<file path="config.mk">
export PLATFORM = sky130hd
export DESIGN_NAME = wpf_ram
export DESIGN_NICKNAME = d
export VERILOG_FILES = /design/src/rtl/core/wpf_ram.sv
export SDC_FILE = /design/constraint.sdc
export NUM_CORES = 1
export LEC_CHECK = 0
export BUFFER_PORTS_ARGS = -buffer_cell sky130_fd_sc_hd__clkbuf_2
export CELL_PAD_IN_SITES_DETAIL_PLACEMENT = 1
export CELL_PAD_IN_SITES_GLOBAL_PLACEMENT = 2
export CORE_MARGIN = 2
export CORE_UTILIZATION = 52
export CTS_CLUSTER_DIAMETER = 80
export CTS_CLUSTER_SIZE = 12
export DETAILED_ROUTE_END_ITERATION = 16
export GPL_ROUTABILITY_DRIVEN = 1
export PLACE_DENSITY = 0.84
export SLEW_MARGIN = 10
export SYNTH_ARGS = -nofsm -noshare
export SYNTH_HDL_FRONTEND = slang
export SYNTH_SLANG_ARGS = --single-unit
</file>
<file path="constraint.sdc">
create_clock -name i_clk -period 3.5 [get_ports i_clk]
set_clock_uncertainty 0.2 [all_clocks]
set_input_delay 1.05 -clock i_clk [delete_from_list [all_inputs] [get_ports i_clk]]
set_output_delay 1.05 -clock i_clk [all_outputs]
set_load 0.005 [all_outputs]
</file>
<file path="src/rtl/core/wpf_ram.sv">
`default_nettype none
module wpf_ram #(
    parameter int WIDTH = 8,
    parameter int DEPTH = 16
) (
    input  wire logic                     i_clk,
    input  wire logic                     i_we,
    input  wire logic [$clog2(DEPTH)-1:0] i_waddr,
    input  wire logic [WIDTH-1:0]         i_wdata,
    input  wire logic [$clog2(DEPTH)-1:0] i_raddr,
    output logic      [WIDTH-1:0]         o_rdata
);
    logic [WIDTH-1:0] r_mem [DEPTH];

    always_ff @(posedge i_clk) begin
        if (i_we) begin
            r_mem[i_waddr] <= i_wdata;
        end
        o_rdata <= r_mem[i_raddr];
    end
endmodule
`default_nettype wire

</file>
==> Word level (Yosys, flattened, before mapping) <==
Memories as Yosys holds them, arrays and structs flattened. A register that Yosys moved wholly into a read port is not among the register bits.
Index checks and enable logic that the tools add are counted.
{ "word_totals": {"mem_count": 1, "inputBits": 18, "regBits": 0, "elab_cells": 3, "rom_bits": 0, "latch_bits": 0, "ram_bits": 128} }
{ "memory_table": {"columns": ["name", "depth", "word_bits", "read_ports", "rd_ports_with_merged_regs", "write_ports", "line", "rtl"], "rows": [
  ["r_mem", 16, 8, 1, 1, 1, "13", "logic [WIDTH-1:0] r_mem [DEPTH];"]
]} }
{ "classes": {"bitwise": 0, "eq_ne": 0, "shift": 0, "n_mul": 0, "n_lt_le_gt_ge": 0, "n_reduce_logical": 0, "div": 0, "muxes": 2, "add_sub_neg": 0} }
{ "op_table": {"columns": ["op", "count"], "rows": [
  ["$mux 1", 2]
]} }

==> Depth between registers and ports, before layout <==
Gate-level depths: netlist (run 1).
{ "depth": {"ltp_word": 2, "mapped_depth": 5, "mapped_depth_nobuf": 3} }

==> Worst setup path before layout (run 1) <==
OpenSTA, ideal clock, no wires.
{ "synth_timing": {"path_kind": "in2reg", "start": "input i_waddr[2]", "end": "memory r_mem[0][0], enable pin", "required_time_ps": 2917, "arrival_ps": 2160, "path_slack_ps": 757, "setup_time_ps": 383, "path_stages": 2, "path_cell_list": "or3b_2 nor3_1"} }
{ "synth_lines": {"columns": ["element", "line", "rtl"], "rows": [
  ["from (decl)", "8", "input wire logic [$clog2(DEPTH)-1:0] i_waddr,"],
  ["to (decl)", "13", null]
]} }
No word-level cell before the write port.

==> results of run 1 <==
-- worst min-delay path, stage by stage (launching register included) --
cell and delay, ns:
sky130_fd_sc_hd__edfxtp_1 0.31, sky130_fd_sc_hd__mux4_1 0.21, sky130_fd_sc_hd__a22oi_1 0.09, sky130_fd_sc_hd__nand2_1 0.06
-- worst min-delay path by stage --
stage | startpoint | end | slack [ns] | cells after the start
4_1_cts | r_mem[8][2] | o_rdata[2] | 0.49 | 3
2_1_floorplan | r_mem[7][0] | o_rdata[0] | 0.43 | 3
3_5_place_dp | r_mem[8][2] | o_rdata[2] | 0.48 | 3
3_3_place_gp | r_mem[15][7] | o_rdata[7] | 0.45 | 3
6_report | r_mem[8][2] | o_rdata[2] | 0.49 | 3
5_1_grt | r_mem[4][1] | o_rdata[1] | 0.53 | 3
-- power breakdown --
group,total (W),internal [W],switching [W]
Clock,0.00160,0.000992,0.000610
Combinational,0.000169,0.0000714,0.0000974
Sequential,0.00183,0.00182,0.0000125
-- metrics by stage --
step / hold WS (ns) / total power [W] / cells
CTS: 0.491 / 0.00364 / 429
floorplan: 0.429 / 0.00196 / 229
detailed placement: 0.479 / 0.00204 / 397
finish: 0.493 / 0.00360 / 429
global placement: 0.452 / 0.00203 / 397
global route: 0.526 / 0.00372 / 429
-- final cells by class --
cell class                 instances  share of cell area (%)
clock inverter                    13                    1.84
tap                              133                    2.76
timing repair buffer              45                    4.56
sequential                       136                    66.3
multi-input combinational         83                    17.5
clock buffer                      19                    6.99
-- routing by layer --
| metal | vias up | part of all wire (%) | routed length, um | track usage [%] |
|---|---|---|---|---|
| li1 | 1084 | - | - | - |
| met1 | 1312 | 42 | 4570 | 31.4 |
| met2 | 92 | 51 | 5520 | 36.2 |
| met3 | 14 | 5.2 | 566 | 5.91 |
| met4 | 0 | 2.4 | 263 | 10.8 |
| met5 | - | 0 | 0 | 0 |
-- flip-flops by register name, summed over array words and instances, names as in the netlist --
| signal | flops |
|---|---|
| o_rdata | 8 |
| r_mem | 128 |
-- cells in the final DEF (no fill, tap or decap), types with 4 or more instances in the layout --
master / count
sky130_fd_sc_hd__a22oi_1: 16
sky130_fd_sc_hd__buf_4: 20
sky130_fd_sc_hd__clkbuf_16: 16
sky130_fd_sc_hd__clkbuf_2: 25
sky130_fd_sc_hd__clkinv_1: 5
sky130_fd_sc_hd__clkinv_2: 5
sky130_fd_sc_hd__dfxtp_1: 8
sky130_fd_sc_hd__edfxtp_1: 128
sky130_fd_sc_hd__mux4_1: 14
sky130_fd_sc_hd__mux4_2: 18
sky130_fd_sc_hd__nand2_1: 9
sky130_fd_sc_hd__nor2_1: 13
sky130_fd_sc_hd__nor3_1: 4
-- cell families (layout without fill, tap and decap cells) --
kind of cell	after synthesis	count (layout)
multiplexers	32	32
flip-flops	136	136
AND/OR/NAND/NOR	35	35
AO/OA/AOI/OAI	16	16
buffers and inverters	10	77
==> report_table.html, run 1 <==
<table>
<tr><th>Metric</th><th>Value</th></tr>
<tr><th colspan="2">Outcome</th></tr>
<tr><td>Status</td><td>complete, no violations</td></tr>
<tr><th colspan="2">Synthesis</th></tr>
<tr><td>Net count after synthesis</td><td>247</td></tr>
<tr><td>Sequential element share of the synthesized area</td><td>77.8%</td></tr>
<tr><td>Average cell area after synthesis</td><td>22.5 sq um</td></tr>
<tr><td>Syn Inst Count</td><td>between 200 and 250</td></tr>
<tr><td>Dominant combinational cell family by area after synthesis</td><td>multiplexers</td></tr>
<tr><td>Xor/xnor cell area share of the yosys netlist</td><td>0%</td></tr>
<tr><td>Cell types with the highest counts after synthesis</td><td>sky130_fd_sc_hd__edfxtp_1 (128), sky130_fd_sc_hd__mux4_2 (18), sky130_fd_sc_hd__a22oi_1 (16)</td></tr>
<tr><td>Count of yosys warnings during synthesis</td><td>0</td></tr>
<tr><td>Simple-gate area share of the yosys netlist</td><td>under 10%</td></tr>
<tr><td>#FFs+latches synth</td><td>~140</td></tr>
<tr><td>Top post-synthesis cells by area</td><td>sky130_fd_sc_hd__edfxtp_1 (75%), sky130_fd_sc_hd__mux4_2 (7.9%), sky130_fd_sc_hd__mux4_1 (7.1%), sky130_fd_sc_hd__dfxtp_1 (3.1%), sky130_fd_sc_hd__a22oi_1 (2.3%)</td></tr>
<tr><td>Predominant post-synthesis flop cell</td><td>sky130_fd_sc_hd__edfxtp_1</td></tr>
<tr><td>Most frequent cell after synthesis</td><td>sky130_fd_sc_hd__edfxtp_1</td></tr>
<tr><td>Synth Cell Area</td><td>5150 sq um</td></tr>
<tr><td>Yosys top cell area share</td><td>74.7%</td></tr>
<tr><td>Number of distinct library cells after synthesis</td><td>19</td></tr>
<tr><td>Adder and majority gate portion of the synthesized area</td><td>0%</td></tr>
<tr><td>Compound-gate portion of the synthesized area</td><td>2.33%</td></tr>
<tr><td>Multiplexer area fraction after synthesis</td><td>15.0%</td></tr>
<tr><td>Number of enable flip-flop cells after synthesis</td><td>128</td></tr>
<tr><td>Proportion of synthesized flip-flops having asynchronous set or reset</td><td>0%</td></tr>
<tr><td>Cell type with the largest total area after synthesis</td><td>sky130_fd_sc_hd__edfxtp_1</td></tr>
<tr><th colspan="2">Final layout</th></tr>
<tr><td>Layout-stage area growth over the synthesis result</td><td>17.3%</td></tr>
<tr><td>Proportion of layout cells with a drive suffix above 1</td><td>30.1%</td></tr>
<tr><td>Fin util</td><td>62.3%</td></tr>
<tr><td>Number of nets in the finished design</td><td>between 300 and 400</td></tr>
<tr><td># diodes</td><td>0</td></tr>
<tr><td>Register area</td><td>4000 sq um</td></tr>
<tr><td>Final standard cell area without fillers</td><td>6040 sq um</td></tr>
<tr><td>Fillcell total</td><td>802</td></tr>
<tr><td>Area of the multi-input gates</td><td>approximately 1100 sq um</td></tr>
<tr><th colspan="2">Place</th></tr>
<tr><td>Placed cell area</td><td>5500 sq um</td></tr>
<tr><td>Weighted congestion reported at the end of routability-driven placement</td><td>0.727</td></tr>
<tr><td>Number of port buffers</td><td>25</td></tr>
<tr><td>HPWL Detailed</td><td>7.09 mm</td></tr>
<tr><td>Pre-CTS worst setup slack</td><td>between 0.4 and 0.5 ns</td></tr>
<tr><th colspan="2">Power</th></tr>
<tr><td>Leakage dissipation</td><td>2.06 nW</td></tr>
<tr><td>Total power divided by cell area</td><td>597 nW/um^2</td></tr>
<tr><td>Peak VDD IR</td><td>284 uV</td></tr>
<tr><th colspan="2">Worst setup path</th></tr>
<tr><td>Crit path to</td><td>o_rdata[0]</td></tr>
<tr><td>CP max stage delay</td><td>0.52 ns</td></tr>
<tr><td>Worst Setup Path Type</td><td>input port to flip-flop</td></tr>
<tr><td>Data required, critical path</td><td>3.68 ns</td></tr>
<tr><td>Worst-path cell chain</td><td>clkbuf_2 &gt; buf_4 &gt; mux4_2 &gt; a22oi_1 &gt; nand2_1</td></tr>
<tr><td>Slowest cell on the critical path</td><td>sky130_fd_sc_hd__mux4_2</td></tr>
<tr><td>Startpoint of the lowest-slack register-to-register path</td><td>r_mem[7][2]</td></tr>
<tr><td>Critical Path Source</td><td>i_raddr[0]</td></tr>
<tr><td>Cell depth of the worst flop-to-flop path</td><td>3</td></tr>
<tr><td>Minimum setup slack among reg-to-reg paths</td><td>1.88 ns</td></tr>
<tr><td>Capturing element type of the critical path</td><td>flip-flop</td></tr>
<tr><td>CP Depth</td><td>5</td></tr>
<tr><td>Bufs and invs on worst path</td><td>2</td></tr>
<tr><td>Kind of cell with the highest combined delay on the critical path</td><td>buffers and inverters</td></tr>
<tr><td>Reg2Reg Capture Point</td><td>o_rdata[2]</td></tr>
<tr><td>Arrival time at the worst endpoint</td><td>2.73 ns</td></tr>
<tr><td>Type of element launching the critical path</td><td>input port</td></tr>
<tr><td>Largest fanout of any net on the critical path</td><td>17</td></tr>
<tr><th colspan="2">STA</th></tr>
<tr><td>Endpoints failing setup</td><td>0</td></tr>
<tr><td>Crit share post-route</td><td>72.9%</td></tr>
<tr><td>Upper clock frequency limit</td><td>392 MHz</td></tr>
<tr><td>Final hold violations</td><td>0</td></tr>
<tr><td>Final worst slack</td><td>0.949 ns</td></tr>
<tr><td>Min Tclk post-route</td><td>2.55 ns</td></tr>
<tr><td>Worst-Margin Slew</td><td>0.928 ns</td></tr>
<tr><td>Pins over their slew limit</td><td>0</td></tr>
<tr><td>RSZ-0062 raised after global routing</td><td>no</td></tr>
<tr><td>Fin Setup TNS</td><td>0 ns</td></tr>
<tr><td>Slew Limit Headroom</td><td>37.9%</td></tr>
<tr><th colspan="2">Die</th></tr>
<tr><td>Vert. Die Dim</td><td>103 um</td></tr>
<tr><td>Number of top-level pins</td><td>26</td></tr>
<tr><td>Die footprint</td><td>10700 sq um</td></tr>
<tr><td>Die span in x</td><td>103 um</td></tr>
<tr><td>Core area</td><td>roughly 9700 sq um</td></tr>
<tr><td>Effective utilization at floorplan</td><td>53.2%</td></tr>
<tr><td>Number of placement rows</td><td>36</td></tr>
<tr><th colspan="2">GRT</th></tr>
<tr><td>Antenna violations before repair</td><td>0</td></tr>
<tr><td>Sum of overflow across all layers after global routing</td><td>0</td></tr>
<tr><td>Maximum number of pins on one net before global-route repair</td><td>18</td></tr>
<tr><td>GRT Total Usage</td><td>roughly a quarter</td></tr>
<tr><td>Number of global-route vias before repair</td><td>2684</td></tr>
<tr><td>First-pass GRT wire length</td><td>16.6 mm</td></tr>
<tr><th colspan="2">Routing</th></tr>
<tr><td>Via/cell ratio</td><td>5.83</td></tr>
<tr><td>Drt first-iter violations</td><td>198</td></tr>
<tr><td>WL final</td><td>10.9 mm</td></tr>
<tr><td>DRC violation count after routing</td><td>0</td></tr>
<tr><td>Number of routed nets with antenna violations</td><td>0</td></tr>
<tr><td>Vias after detailed routing</td><td>2502</td></tr>
<tr><td>Wirelength per Cell</td><td>25.5 um</td></tr>
<tr><td>DRT Pass-1 Iters</td><td>4</td></tr>
<tr><th colspan="2">Clocking</th></tr>
<tr><td>Clk slew on worst S/H paths</td><td>0.06 ns</td></tr>
<tr><td>Gates resized, CTS repair</td><td>0</td></tr>
<tr><td>Hold buffer count at cts</td><td>0</td></tr>
<tr><td>Clock Latency Late Sink</td><td>0.51 ns</td></tr>
<tr><td>Maximum clock insertion buffer count</td><td>2</td></tr>
<tr><td>Number of buffers added by the clock tree synthesis step</td><td>17</td></tr>
<tr><td>CTS tree</td><td>yes</td></tr>
<tr><td>Number of H-tree levels</td><td>4</td></tr>
<tr><td>Root Buffer</td><td>sky130_fd_sc_hd__clkbuf_8</td></tr>
<tr><td>TritonCTS sink count</td><td>136</td></tr>
<tr><td>Number of buffers inserted to repair setup after CTS</td><td>0</td></tr>
<tr><th colspan="2">Job</th></tr>
<tr><td>Reported max-cap violation count</td><td>0</td></tr>
<tr><th colspan="2">Worst hold path</th></tr>
<tr><td>Hold WC Path Type</td><td>flip-flop to flip-flop</td></tr>
</table>
Power figures use the tool's default switching activity.
==> run 2, diff against run 1 <==
--- a/config.mk
+++ b/config.mk
@@ -9,12 +9,12 @@
 export CELL_PAD_IN_SITES_DETAIL_PLACEMENT = 1
 export CELL_PAD_IN_SITES_GLOBAL_PLACEMENT = 2
 export CORE_MARGIN = 2
-export CORE_UTILIZATION = 52
+export CORE_UTILIZATION = 43
 export CTS_CLUSTER_DIAMETER = 80
 export CTS_CLUSTER_SIZE = 12
 export DETAILED_ROUTE_END_ITERATION = 16
 export GPL_ROUTABILITY_DRIVEN = 1
-export PLACE_DENSITY = 0.84
+export PLACE_DENSITY = 0.74
 export SLEW_MARGIN = 10
 export SYNTH_ARGS = -nofsm -noshare
 export SYNTH_HDL_FRONTEND = slang
==> constraint.sdc (replaced) <==
create_clock -name i_clk -period 2.26 [get_ports i_clk]
set_clock_uncertainty 0.2 [all_clocks]
set_input_delay 0.678 -clock i_clk [delete_from_list [all_inputs] [get_ports i_clk]]
set_output_delay 0.678 -clock i_clk [all_outputs]
set_load 0.005 [all_outputs]
==> run 2 against run 1 <==
Hold slack got worse by 0.020 ns. Setup slack got worse by 0.55 ns. Register-to-register slack worse by 1.1 ns. First-iteration DRC count rose by 0.51%. Combinational power is 59% higher. Sequential power increased by 55%. Critical path depth is the same. Critical path type unchanged. Largest cell class unchanged.
==> report_table.html, run 2 (synthesis gave the netlist of run 1 again) <==
<table>
<tr><th>Metric</th><th>Value</th></tr>
<tr><th colspan="2">Outcome</th></tr>
<tr><td>Status</td><td>complete, no violations</td></tr>
<tr><th colspan="2">Final layout</th></tr>
<tr><td>Most frequent standard cell in the layout excluding fill and tap cells</td><td>sky130_fd_sc_hd__edfxtp_1</td></tr>
<tr><td>Fillcell total</td><td>between 1000 and 1500</td></tr>
<tr><td>Proportion of layout cells with a drive suffix above 1</td><td>30.5%</td></tr>
<tr><td>Number of nets in the finished design</td><td>between 300 and 400</td></tr>
<tr><td>Layout Cells excl Fill</td><td>441</td></tr>
<tr><td>Top flop regs</td><td>r_mem x128, o_rdata x8</td></tr>
<tr><td>Final standard cell area without fillers</td><td>around 6100 sq um</td></tr>
<tr><td>Max reg flops</td><td>128</td></tr>
<tr><td>Layout-stage area growth over the synthesis result</td><td>17.9%</td></tr>
<tr><td># diodes</td><td>0</td></tr>
<tr><td>Biggest register</td><td>r_mem</td></tr>
<tr><td>Leading cell types in the layout, fill and taps excluded</td><td>sky130_fd_sc_hd__edfxtp_1 (128), sky130_fd_sc_hd__clkbuf_2 (25), sky130_fd_sc_hd__buf_4 (20)</td></tr>
<tr><th colspan="2">Clocking</th></tr>
<tr><td>Root Buffer</td><td>sky130_fd_sc_hd__clkbuf_16</td></tr>
<tr><td>Maximum clock insertion buffer count</td><td>2</td></tr>
<tr><td>Gates resized, CTS repair</td><td>0</td></tr>
<tr><td>Clock Latency Late Sink</td><td>0.42 ns</td></tr>
<tr><td>Number of H-tree levels</td><td>4</td></tr>
<tr><td>Clk slew on worst S/H paths</td><td>0.05 ns</td></tr>
<tr><td>Hold buffer count at cts</td><td>0</td></tr>
<tr><td>TritonCTS sink count</td><td>136</td></tr>
<tr><td>Number of buffers inserted to repair setup after CTS</td><td>0</td></tr>
<tr><td>CTS tree</td><td>yes</td></tr>
<tr><td>Number of buffers added by the clock tree synthesis step</td><td>17</td></tr>
<tr><th colspan="2">Routing</th></tr>
<tr><td>Wl on met1</td><td>~5.2 mm</td></tr>
<tr><td>Metal2 WL</td><td>5.25 mm</td></tr>
<tr><td>Drt first-iter violations</td><td>199</td></tr>
<tr><td>Number of routed nets with antenna violations</td><td>0</td></tr>
<tr><td>Top layer in use</td><td>met4</td></tr>
<tr><td>DRT Pass-1 Iters</td><td>4</td></tr>
<tr><td>DRC violation count after routing</td><td>0</td></tr>
<tr><td>Via/cell ratio</td><td>5.66</td></tr>
<tr><td>Wirelength per Cell</td><td>25.3 um</td></tr>
<tr><td>Vias after detailed routing</td><td>around 2500</td></tr>
<tr><td>WL final</td><td>11.2 mm</td></tr>
<tr><td>Met3 routed wirelength</td><td>~460 um</td></tr>
<tr><th colspan="2">Place</th></tr>
<tr><td>Weighted congestion reported at the end of routability-driven placement</td><td>0.719</td></tr>
<tr><td>Placed cell area</td><td>5560 sq um</td></tr>
<tr><td>HPWL Detailed</td><td>6.90 mm</td></tr>
<tr><td>Number of placed instances with taps included</td><td>between 400 and 500</td></tr>
<tr><td>Number of port buffers</td><td>25</td></tr>
<tr><th colspan="2">Worst setup path</th></tr>
<tr><td>Data required, critical path</td><td>2.36 ns</td></tr>
<tr><td>Arrival time at the worst endpoint</td><td>between 1.5 and 2 ns</td></tr>
<tr><td>Type of element launching the critical path</td><td>input port</td></tr>
<tr><td>Capturing element type of the critical path</td><td>flip-flop</td></tr>
<tr><td>Worst Setup Path Type</td><td>input port to flip-flop</td></tr>
<tr><td>Largest fanout of any net on the critical path</td><td>11</td></tr>
<tr><th colspan="2">STA</th></tr>
<tr><td>Crit share post-route</td><td>82.4%</td></tr>
<tr><td>Final hold violations</td><td>0</td></tr>
<tr><td>Worst-Margin Slew</td><td>between 0.7 and 0.8 ns</td></tr>
<tr><td>Slew Limit Headroom</td><td>47.3%</td></tr>
<tr><td>Pins over their slew limit</td><td>0</td></tr>
<tr><td>RSZ-0062 raised after global routing</td><td>no</td></tr>
<tr><td>Min Tclk post-route</td><td>roughly 1.9 ns</td></tr>
<tr><td>Endpoints failing setup</td><td>0</td></tr>
<tr><td>Upper clock frequency limit</td><td>537 MHz</td></tr>
<tr><th colspan="2">Job</th></tr>
<tr><td>Reported max-cap violation count</td><td>0</td></tr>
<tr><th colspan="2">Die</th></tr>
<tr><td>Die footprint</td><td>12900 sq um</td></tr>
<tr><td>Number of top-level pins</td><td>26</td></tr>
<tr><td>Effective utilization at floorplan</td><td>between 40% and 50%</td></tr>
<tr><td>Number of placement rows</td><td>39</td></tr>
<tr><td>Die span in x</td><td>between 100 and 150 um</td></tr>
<tr><td>Core area</td><td>11600 sq um</td></tr>
<tr><td>Vert. Die Dim</td><td>approximately 110 um</td></tr>
<tr><th colspan="2">Power</th></tr>
<tr><td>Total power draw</td><td>about 0.0055 W</td></tr>
<tr><td>Peak VDD IR</td><td>526 uV</td></tr>
<tr><td>Leakage dissipation</td><td>2.08 nW</td></tr>
<tr><td>Total power divided by cell area</td><td>~910 nW/um^2</td></tr>
<tr><th colspan="2">GRT</th></tr>
<tr><td>Antenna violations before repair</td><td>0</td></tr>
<tr><td>Number of global-route vias before repair</td><td>2651</td></tr>
<tr><td>Sum of overflow across all layers after global routing</td><td>0</td></tr>
<tr><td>First-pass GRT wire length</td><td>16.9 mm</td></tr>
<tr><td>Maximum number of pins on one net before global-route repair</td><td>20</td></tr>
<tr><td>GRT Total Usage</td><td>between 10% and 20%</td></tr>
<tr><th colspan="2">Worst hold path</th></tr>
<tr><td>Hold WC Path Type</td><td>flip-flop to flip-flop</td></tr>
</table>
run 2: cell types whose count changed in the layout (fill, tap and decap cells not counted), moves of 2 or more:
cell	change
sky130_fd_sc_hd__buf_12	+2
sky130_fd_sc_hd__bufinv_16	-2
sky130_fd_sc_hd__clkbuf_1	+6
sky130_fd_sc_hd__clkinv_1	-5
run 2: worst max-delay path, cell delays in order:
cell	delay (ns)
sky130_fd_sc_hd__clkbuf_2	0.14
sky130_fd_sc_hd__buf_4	0.25
sky130_fd_sc_hd__mux4_1	0.59
sky130_fd_sc_hd__a22oi_1	0.21
sky130_fd_sc_hd__nand2_1	0.08
run 2: per-stage QoR:
step / setup WS (ns) / hold WS [ns] / TNS [ns] / util (%)
finish: 0.398 / 0.473 / 0 / 52.5
global route: 0.295 / 0.507 / 0 / 52.5
CTS: 0.396 / 0.473 / 0 / 52.5
detailed placement: -0.00965 / 0.469 / -0.0238 / 48.1
global placement: 0.00244 / 0.450 / 0 / 48.1
floorplan: 0.116 / 0.429 / 0 / -
run 2: path summary, 6_finish.rpt:
path,cells after the start,start,slack (ns),endpoint
worst max-delay path,5,i_raddr[0],0.40,o_rdata[2]
worst min register to register,3,r_mem[15][6],0.47,o_rdata[6]
worst max register to register,3,r_mem[5][1],0.74,o_rdata[1]
worst min-delay path,3,r_mem[15][6],0.47,o_rdata[6]
run 2: per-layer routing:
layer,GRT usage (%),vias to the layer above
li1,-,1081
met1,27.4,1335
met2,28.8,66
met3,4.04,15
met4,9.76,0
met5,0,-
run 2: report_power, final:
group	leakage, nW	internal (W)	switching (W)	total (W)
Clock	0.253	0.00145	0.000937	0.00239
Sequential	1.22	0.00282	0.0000169	0.00284
Combinational	0.600	0.000116	0.000153	0.000269
Total	2.08	0.00439	0.00111	0.00549
run 2: final cells by class:
type / instances / area [sq um] / share of cell area [%]
well taps: 143 / 179 / 2.95
clock buffers: 27 / 483 / 7.96
repair buffers: 47 / 315 / 5.20
flip-flops and latches: 136 / 4000 / 66.0
multi-input cells: 83 / 1060 / 17.5
clock inverters: 5 / 25.0 / 0.412
==> run 3, diff against run 2 <==
--- a/config.mk
+++ b/config.mk
@@ -9,12 +9,12 @@
 export CELL_PAD_IN_SITES_DETAIL_PLACEMENT = 1
 export CELL_PAD_IN_SITES_GLOBAL_PLACEMENT = 2
 export CORE_MARGIN = 2
-export CORE_UTILIZATION = 43
+export CORE_UTILIZATION = 48
 export CTS_CLUSTER_DIAMETER = 80
 export CTS_CLUSTER_SIZE = 12
 export DETAILED_ROUTE_END_ITERATION = 16
 export GPL_ROUTABILITY_DRIVEN = 1
-export PLACE_DENSITY = 0.74
+export PLACE_DENSITY = 0.78
 export SLEW_MARGIN = 10
 export SYNTH_ARGS = -nofsm -noshare
 export SYNTH_HDL_FRONTEND = slang
==> constraint.sdc (replaced) <==
create_clock -name i_clk -period 1.9 [get_ports i_clk]
set_clock_uncertainty 0.2 [all_clocks]
set_input_delay 0.57 -clock i_clk [delete_from_list [all_inputs] [get_ports i_clk]]
set_output_delay 0.57 -clock i_clk [all_outputs]
set_load 0.005 [all_outputs]
==> run 3 against run 2 <==
Sequential share of layout area is 2.5 points lower. Critical path depth is 4 lower. Clock power is 41% higher. Count of clock-buffer cells in the layout is 10 lower. First-iteration DRC count is 14% lower. Die area is 10% lower. Design area is 3.9% higher. Sequential power is 19% higher. Utilization is 8.3 points higher. Non-clock buffer count is 8 higher.
==> report_table.html, run 3 (synthesis gave the netlist of run 1 again) <==
<table>
<tr><th>Metric</th><th>Value</th></tr>
<tr><th colspan="2">Outcome</th></tr>
<tr><td>Status</td><td>complete, no violations</td></tr>
<tr><th colspan="2">GRT</th></tr>
<tr><td>Maximum number of pins on one net before global-route repair</td><td>17</td></tr>
<tr><td>GRT Total Usage</td><td>20.7%</td></tr>
<tr><td>First-pass GRT wire length</td><td>around 16 mm</td></tr>
<tr><td>Number of global-route vias before repair</td><td>2750</td></tr>
<tr><td>Antenna violations before repair</td><td>0</td></tr>
<tr><td>Sum of overflow across all layers after global routing</td><td>0</td></tr>
<tr><th colspan="2">Clocking</th></tr>
<tr><td>TritonCTS sink count</td><td>~140</td></tr>
<tr><td>Root Buffer</td><td>sky130_fd_sc_hd__clkbuf_8</td></tr>
<tr><td>Clk slew on worst S/H paths</td><td>0.06 ns</td></tr>
<tr><td>Gates resized, CTS repair</td><td>0</td></tr>
<tr><td>CTS tree</td><td>yes</td></tr>
<tr><td>Hold buffer count at cts</td><td>0</td></tr>
<tr><td>Clock Latency Late Sink</td><td>0.52 ns</td></tr>
<tr><td>Number of buffers inserted to repair setup after CTS</td><td>0</td></tr>
<tr><td>Number of buffers added by the clock tree synthesis step</td><td>17</td></tr>
<tr><td>Maximum clock insertion buffer count</td><td>2</td></tr>
<tr><td>Number of H-tree levels</td><td>4</td></tr>
<tr><th colspan="2">Worst setup path</th></tr>
<tr><td>Arrival time at the worst endpoint</td><td>1.00 ns</td></tr>
<tr><td>Reg2Reg Capture Point</td><td>o_rdata[4]</td></tr>
<tr><td>Capturing element type of the critical path</td><td>primary output</td></tr>
<tr><td>Cell depth of the worst flop-to-flop path</td><td>3</td></tr>
<tr><td>Largest fanout of any net on the critical path</td><td>1</td></tr>
<tr><td>Data required, critical path</td><td>1.13 ns</td></tr>
<tr><td>Kind of cell with the highest combined delay on the critical path</td><td>flip-flops</td></tr>
<tr><td>Worst-path cell chain</td><td>clkbuf_2</td></tr>
<tr><td>Type of element launching the critical path</td><td>flip-flop</td></tr>
<tr><td>Slowest cell on the critical path</td><td>sky130_fd_sc_hd__dfxtp_1</td></tr>
<tr><td>Worst Setup Path Type</td><td>flip-flop to primary output</td></tr>
<tr><td>Minimum setup slack among reg-to-reg paths</td><td>0.28 ns</td></tr>
<tr><td>Bufs and invs on worst path</td><td>1</td></tr>
<tr><td>CP max stage delay</td><td>0.36 ns</td></tr>
<tr><td>Startpoint of the lowest-slack register-to-register path</td><td>r_mem[9][4]</td></tr>
<tr><th colspan="2">Power</th></tr>
<tr><td>Total power divided by cell area</td><td>1120 nW/um^2</td></tr>
<tr><td>Peak VDD IR</td><td>547 uV</td></tr>
<tr><td>Leakage dissipation</td><td>between 2 and 2.5 nW</td></tr>
<tr><td>Total power draw</td><td>0.00709 W</td></tr>
<tr><th colspan="2">Job</th></tr>
<tr><td>Reported max-cap violation count</td><td>0</td></tr>
<tr><th colspan="2">Final layout</th></tr>
<tr><td>Layout-stage area growth over the synthesis result</td><td>22.5%</td></tr>
<tr><td>Most frequent standard cell in the layout excluding fill and tap cells</td><td>sky130_fd_sc_hd__edfxtp_1</td></tr>
<tr><td>Proportion of layout cells with a drive suffix above 1</td><td>36.6%</td></tr>
<tr><td># diodes</td><td>0</td></tr>
<tr><td>Number of nets in the finished design</td><td>between 300 and 400</td></tr>
<tr><td>Biggest register</td><td>r_mem</td></tr>
<tr><td>Leading cell types in the layout, fill and taps excluded</td><td>sky130_fd_sc_hd__edfxtp_1 (128), sky130_fd_sc_hd__clkbuf_2 (25), sky130_fd_sc_hd__buf_4 (24)</td></tr>
<tr><td>Register area</td><td>4000 sq um</td></tr>
<tr><td>Fillcell total</td><td>903</td></tr>
<tr><td>Top flop regs</td><td>r_mem x128, o_rdata x8</td></tr>
<tr><td>Area of the multi-input gates</td><td>1090 sq um</td></tr>
<tr><td>Max reg flops</td><td>approximately 130</td></tr>
<tr><th colspan="2">STA</th></tr>
<tr><td>Final worst slack</td><td>around 0.13 ns</td></tr>
<tr><td>Endpoints failing setup</td><td>0</td></tr>
<tr><td>Min Tclk post-route</td><td>1.77 ns</td></tr>
<tr><td>Worst-Margin Slew</td><td>about 0.95 ns</td></tr>
<tr><td>Slew Limit Headroom</td><td>36.7%</td></tr>
<tr><td>Pins over their slew limit</td><td>0</td></tr>
<tr><td>Upper clock frequency limit</td><td>564 MHz</td></tr>
<tr><td>RSZ-0062 raised after global routing</td><td>no</td></tr>
<tr><td>Crit share post-route</td><td>93.4%</td></tr>
<tr><td>Final hold violations</td><td>0</td></tr>
<tr><th colspan="2">Worst hold path</th></tr>
<tr><td>Hold WC Path Type</td><td>input port to flip-flop</td></tr>
<tr><td>Worst Hold End</td><td>r_mem[11][4]</td></tr>
<tr><td>Hold Path Cell Cnt</td><td>1</td></tr>
<tr><td>Hold path startpoint</td><td>i_wdata[4]</td></tr>
<tr><th colspan="2">Place</th></tr>
<tr><td>HPWL Detailed</td><td>7.02 mm</td></tr>
<tr><td>Number of port buffers</td><td>25</td></tr>
<tr><td>Weighted congestion reported at the end of routability-driven placement</td><td>0.735</td></tr>
<tr><td>Pre-CTS worst setup slack</td><td>-0.375 ns</td></tr>
<tr><th colspan="2">Routing</th></tr>
<tr><td>DRC violation count after routing</td><td>0</td></tr>
<tr><td>WL final</td><td>10.6 mm</td></tr>
<tr><td>Vias after detailed routing</td><td>2508</td></tr>
<tr><td>Drt first-iter violations</td><td>between 150 and 200</td></tr>
<tr><td>Number of routed nets with antenna violations</td><td>0</td></tr>
<tr><td>DRT Pass-1 Iters</td><td>5</td></tr>
<tr><td>Via/cell ratio</td><td>about 5.7</td></tr>
<tr><td>Wirelength per Cell</td><td>roughly 24 um</td></tr>
<tr><th colspan="2">Die</th></tr>
<tr><td>Number of placement rows</td><td>37</td></tr>
<tr><td>Core area</td><td>roughly 10000 sq um</td></tr>
<tr><td>Die span in x</td><td>~110 um</td></tr>
<tr><td>Vert. Die Dim</td><td>108 um</td></tr>
<tr><td>Number of top-level pins</td><td>26</td></tr>
<tr><td>Effective utilization at floorplan</td><td>49.6%</td></tr>
<tr><td>Die footprint</td><td>11600 sq um</td></tr>
</table>
==> run 3: cell types whose count changed in the layout (fill, tap and decap cells not counted), sizes merged <==
cell | before | now
buf | 22 | 30
bufinv | 0 | 4
clkbuf | 52 | 42
clkinv | 5 | 6
clkinvlp | 0 | 3
inv | 0 | 2
==> run 3: how the worst max path moves through the flow <==
stage | cells after the start | slack, ns | end | from
6_report | 1 | 0.13 | o_rdata[6] | o_rdata[6]
3_5_place_dp | 5 | -0.37 | o_rdata[4] | i_raddr[0]
4_1_cts | 1 | 0.06 | o_rdata[4] | o_rdata[4]
3_3_place_gp | 5 | -0.33 | o_rdata[4] | i_raddr[0]
2_1_floorplan | 5 | -0.006 | o_rdata[1] | i_raddr[0]
5_1_grt | 1 | 0.08 | o_rdata[4] | o_rdata[4]
==> run 3: stage by stage <==
step	hold slack, ns	util [%]	std cells	cell area, sq um	setup TNS [ns]
finish	0.279	60.8	442	6300	0
global route	0.288	60.8	442	6300	0
CTS	0.265	60.8	442	6300	0
detailed placement	0.469	54.9	410	5690	-3.13
global placement	0.450	54.9	410	5690	-2.40
floorplan	0.429	-	229	5190	-0.0236
==> run 3: final cells by class <==
| class | instances | share of cell area [%] |
|---|---|---|
| clock buffers | 17 | 6.57 |
| clock inverters | 15 | 3.20 |
| multi-input cells | 83 | 17.3 |
| flip-flops and latches | 136 | 63.5 |
| well taps | 136 | 2.70 |
| repair buffers | 55 | 6.75 |
==> run 3: where the power goes <==
group / leakage (nW) / switching (W) / internal [W] / total, W
sequential: 1.22 / 0.0000241 / 0.00335 / 0.00338
combinational: 0.656 / 0.000180 / 0.000152 / 0.000333
clock: 0.294 / 0.00124 / 0.00214 / 0.00337
==> run 3: layer usage <==
layer / part of all wire (%) / GRT usage, %
met4: 1.1 / 7.42
met2: 52 / 33.8
met5: 0 / 0
met3: 5.3 / 5.69
met1: 42 / 27.0
==> run 3: worst register-to-register path, stage by stage (launching register included) <==
cell	delay (ns)
sky130_fd_sc_hd__edfxtp_1	0.34
sky130_fd_sc_hd__mux4_1	0.52
sky130_fd_sc_hd__a22oi_1	0.35
sky130_fd_sc_hd__nand2_1	0.08
